--- src/rtl/core/mcut_pkg.sv ---
// Shared types and constants for the dense global minimum cut engine.
package mcut_pkg;

    localparam int unsigned FUNC_BITS = 2;
    localparam int unsigned NODE_BITS = 6;
    localparam int unsigned EDGE_BITS = 16;
    localparam int unsigned CUT_BITS  = 32;
    localparam int unsigned CFG_BITS  = 7;

    localparam logic [CUT_BITS-1:0] ALL_ONES = '1;
    localparam logic [CFG_BITS-1:0] NODE_COUNT_RESET = 7'd64;

    typedef enum logic [FUNC_BITS-1:0] {
        FUNC_WRITE = 2'd0,
        FUNC_CLEAR = 2'd1,
        FUNC_RUN   = 2'd2
    } t_func;

    typedef struct packed {
        logic [CUT_BITS-1:0] sum;
        logic                gt;
    } t_alu_res;

endpackage

--- src/rtl/core/mcut_alu.sv ---
// Shared saturating adder and magnitude comparator.
module mcut_alu (
    input  logic [31:0]        i_a,
    input  logic [31:0]        i_b,
    output mcut_pkg::t_alu_res o_res
);
    import mcut_pkg::*;

    logic [CUT_BITS:0] sum_wide;

    assign sum_wide = {1'b0, i_a} + {1'b0, i_b};

    always_comb begin
        o_res.sum = sum_wide[CUT_BITS] ? ALL_ONES : sum_wide[CUT_BITS-1:0];
        o_res.gt  = (i_a > i_b);
    end
endmodule

--- config.mk ---
export PLATFORM = sky130hd
export DESIGN_NAME = mcut_alu
export DESIGN_NICKNAME = d
export VERILOG_FILES = /design/src/rtl/core/mcut_pkg.sv /design/src/rtl/core/mcut_alu.sv
export SDC_FILE = /design/constraint.sdc
export NUM_CORES = 1
export LEC_CHECK = 0
export BUFFER_PORTS_ARGS = -buffer_cell sky130_fd_sc_hd__buf_2
export CORE_UTILIZATION = 33
export DETAILED_ROUTE_END_ITERATION = 10
export PLACE_DENSITY = 0.53
export SLEW_MARGIN = 40
export SYNTH_ARGS = -nofsm -noshare
export SYNTH_HDL_FRONTEND = slang
export SYNTH_SLANG_ARGS = --single-unit
--- constraint.sdc ---
create_clock -name vclk -period 5.35
set_clock_uncertainty 0.1 [all_clocks]
set_input_delay 0.8025 -clock vclk [all_inputs]
set_output_delay 0.8025 -clock vclk [all_outputs]
set_load 0.01 [all_outputs]
==> flow_metrics.tcl <==
set metrics [dict create \
    status "complete, no violations" \
    grt_max_degree 17 \
    syn-cell-area_um2 2914 \
    hp-start "i_b[0]" \
    utilization 0.4098 \
    fp-row-count 33 \
    n_antenna_cell 0 \
    powerDensity_nw_per_um2 120.5 \
    syn_inst 431 \
    hold_end "o_res[1]" \
    yosysWarningCount 0 \
    nFlopsAndLatches 0 \
    gp_congestion 0.8762 \
    drive_gt1_frac 0.2320 \
    dieArea_um2 9210 \
    cap_violations 0 \
    core_um2 8382 \
    finalSetupTns_ns 0 \
    wirelength_um 8089 \
    cp.required_ns 4.45 \
    final_max_slew_viol_count 0 \
    p_total_mw 0.4138 \
    worst_pin_slew_ns 0.4593 \
    setup_violations 0 \
    final_nets 644 \
    ys_seq_area_frac 0 \
    p_seq_frac 0 \
    slowest_delay_ns 0.39 \
    swShare 0.5842 \
    num_vias 3175 \
    relSlewSlack 0.6914 \
    antenna_found_initial 0 \
    power_switching_mw 0.2418 \
    synth.largest_area_cell "ha_1" \
    internal_power_mw 0.1721 \
    viasPerCell 5.138 \
    path_class "in2out" \
    nClkBuffers 0 \
    grt_first_pass_wirelength_um 13360 \
    hold-path-cell-count 4 \
    fillCellCount 914 \
    rsz0062_at_grt "no" \
    synth.area.top_cells "ha_1, inv_1, a21oi_1, xnor2_1, nor2_1" \
    crit_arrival_ns 3.54 \
    grt-ovfl-total 0 \
    combPwrFrac 1.000 \
    hold_class "in2out" \
    hold_buffers 0 \
    cts.repair.resized 0 \
    drtIter0Drc 84 \
    hpwl_um 6990 \
    timing.fmax_ghz 0.2250 \
    start_kind "primary input" \
    cp-end-kind "primary output" \
    period_share 0.8307 \
    ant_nets 0 \
    grt_use_total 0.1771 \
    worst_slack_ns 0.9056 \
    drc 0 \
    io_pins 97 \
    die_y_um 95.97 \
    firstDrtPassIters 4 \
    cts_setup_buffers 0 \
    worstPathMaxFanout 16 \
    synth_common_cells "ha_1, inv_1, a21oi_1" \
    start_util 0.3477 \
    finalHoldViolCount 0 \
    period_needed_ns 4.444 \
    crit_chain "buf_2, ha_1, fa_1, nor2b_1, o211ai_1, a21oi_2, o211a_1, o31ai_4, a21oi_2, nor2_4, buf_4, nand3b_1, buf_2" \
    first_global_vias 2910 \
    areaGrowthSynthToFinish_pct 17.86 \
    stdcell_area_um2 3435 \
    clock_power_share 0 \
    dieWidth_um 95.97 \
    slowest_stage "fa_1" \
    place_area_um2 3435 \
    placement.io_buffers 97 \
    peakVddDrop_uv 44.64 \
    synth.most_common_cell "ha_1" \
    ys_types 60 \
    p_leak_nw 1.796 \
    seqCellArea_um2 0 \
    synth_nets 560 \
    synth_area_per_cell_um2 6.761 \
    yosys.area.top_type_share 0.2748 \
    pre_cts_ws_ns 0.8647 \
    wl_per_cell_um 13.09 \
]
[logic make-up after synthesis]
kind of cell / after synthesis / synth area share
AOI/OAI and AO/OA: 120 / 0.2761
xor gates and xnor gates: 24 / 0.07213
adders and majority gates: 65 / 0.2817
buffers and inverters: 72 / 0.1078
muxes: 1 / 0.003435
and+or+nand+nor: 149 / 0.2589
[through the flow]
stage / std cells / hold WS [ns]
after floorplan: 431 / 1.698
after global placement: 618 / 1.953
after detailed placement: 618 / 1.928
after CTS: 618 / 1.928
after global routing: 618 / 1.969
final: 618 / 1.924
[metal layers]
layer	GRT usage	vias up	wire length (um)
met5	0	-	0
met3	0.009479	2	396
li1	-	1666	-
met2	0.3190	84	3802
met1	0.2426	1423	3868
met4	0.007463	0	22
[critical path, delay by kind of cell]
kind | cells | cell delay [ns]
AO/OA/AOI/OAI | 5 | 0.96
buffers and inverters | 3 | 0.56
AND/OR/NAND/NOR | 3 | 0.61
adder cells (fa/ha/maj) | 2 | 0.60
[power by group through the flow]
stage                     logic [mW]  registers [mW]  clock network [mW]
after floorplan                0.288               0                   0
after global placement         0.413               0                   0
after detailed placement       0.414               0                   0
after CTS                      0.417               0                   0
after global routing           0.465               0                   0
final                          0.414               0                   0
[cell type report]
type | count | area (um2) | share of cell area
repair buffers | 98 | 493.0 | 0.1435
inverters | 56 | 210.2 | 0.06120
multi-input cells | 359 | 2600 | 0.7570
well taps | 105 | 131.4 | 0.03825
[worst max-delay path by stage]
| stage | slack [ns] | to | from | cells past startpoint |
|---|---|---|---|---|
| after global placement | 0.96 | o_res[27] | i_a[0] | 13 |
| after global routing | 0.67 | o_res[27] | i_a[0] | 13 |
| after detailed placement | 0.86 | o_res[28] | i_a[0] | 13 |
| final | 0.91 | o_res[28] | i_a[0] | 13 |
| after CTS | 0.85 | o_res[28] | i_a[0] | 13 |
| after floorplan | 1.52 | o_res[31] | i_a[0] | 10 |
[cells in the final DEF, fill, tap and decap left out, types with 2 or more instances in the layout]
cell,n
o21ai_0,16
o21bai_1,14
nand4_1,6
a211oi_1,3
nand3_1,3
xor2_1,2
a21o_1,8
and2_1,2
a311oi_1,3
nand2_2,6
o21ai_1,3
or2_2,2
a21oi_2,4
nand2b_1,5
or3_1,2
a31oi_1,3
inv_1,55
nand2_1,31
o211ai_1,4
nand3_2,2
o31ai_1,3
nor2b_1,12
xnor2_1,22
nor3_1,18
a21oi_1,41
nor4_1,7
buf_2,97
nor2_1,40
and3_1,3
nand3b_1,3
a221oi_1,2
nor3b_1,2
o211a_1,2
ha_1,64
Power figures use the tool's default switching activity.
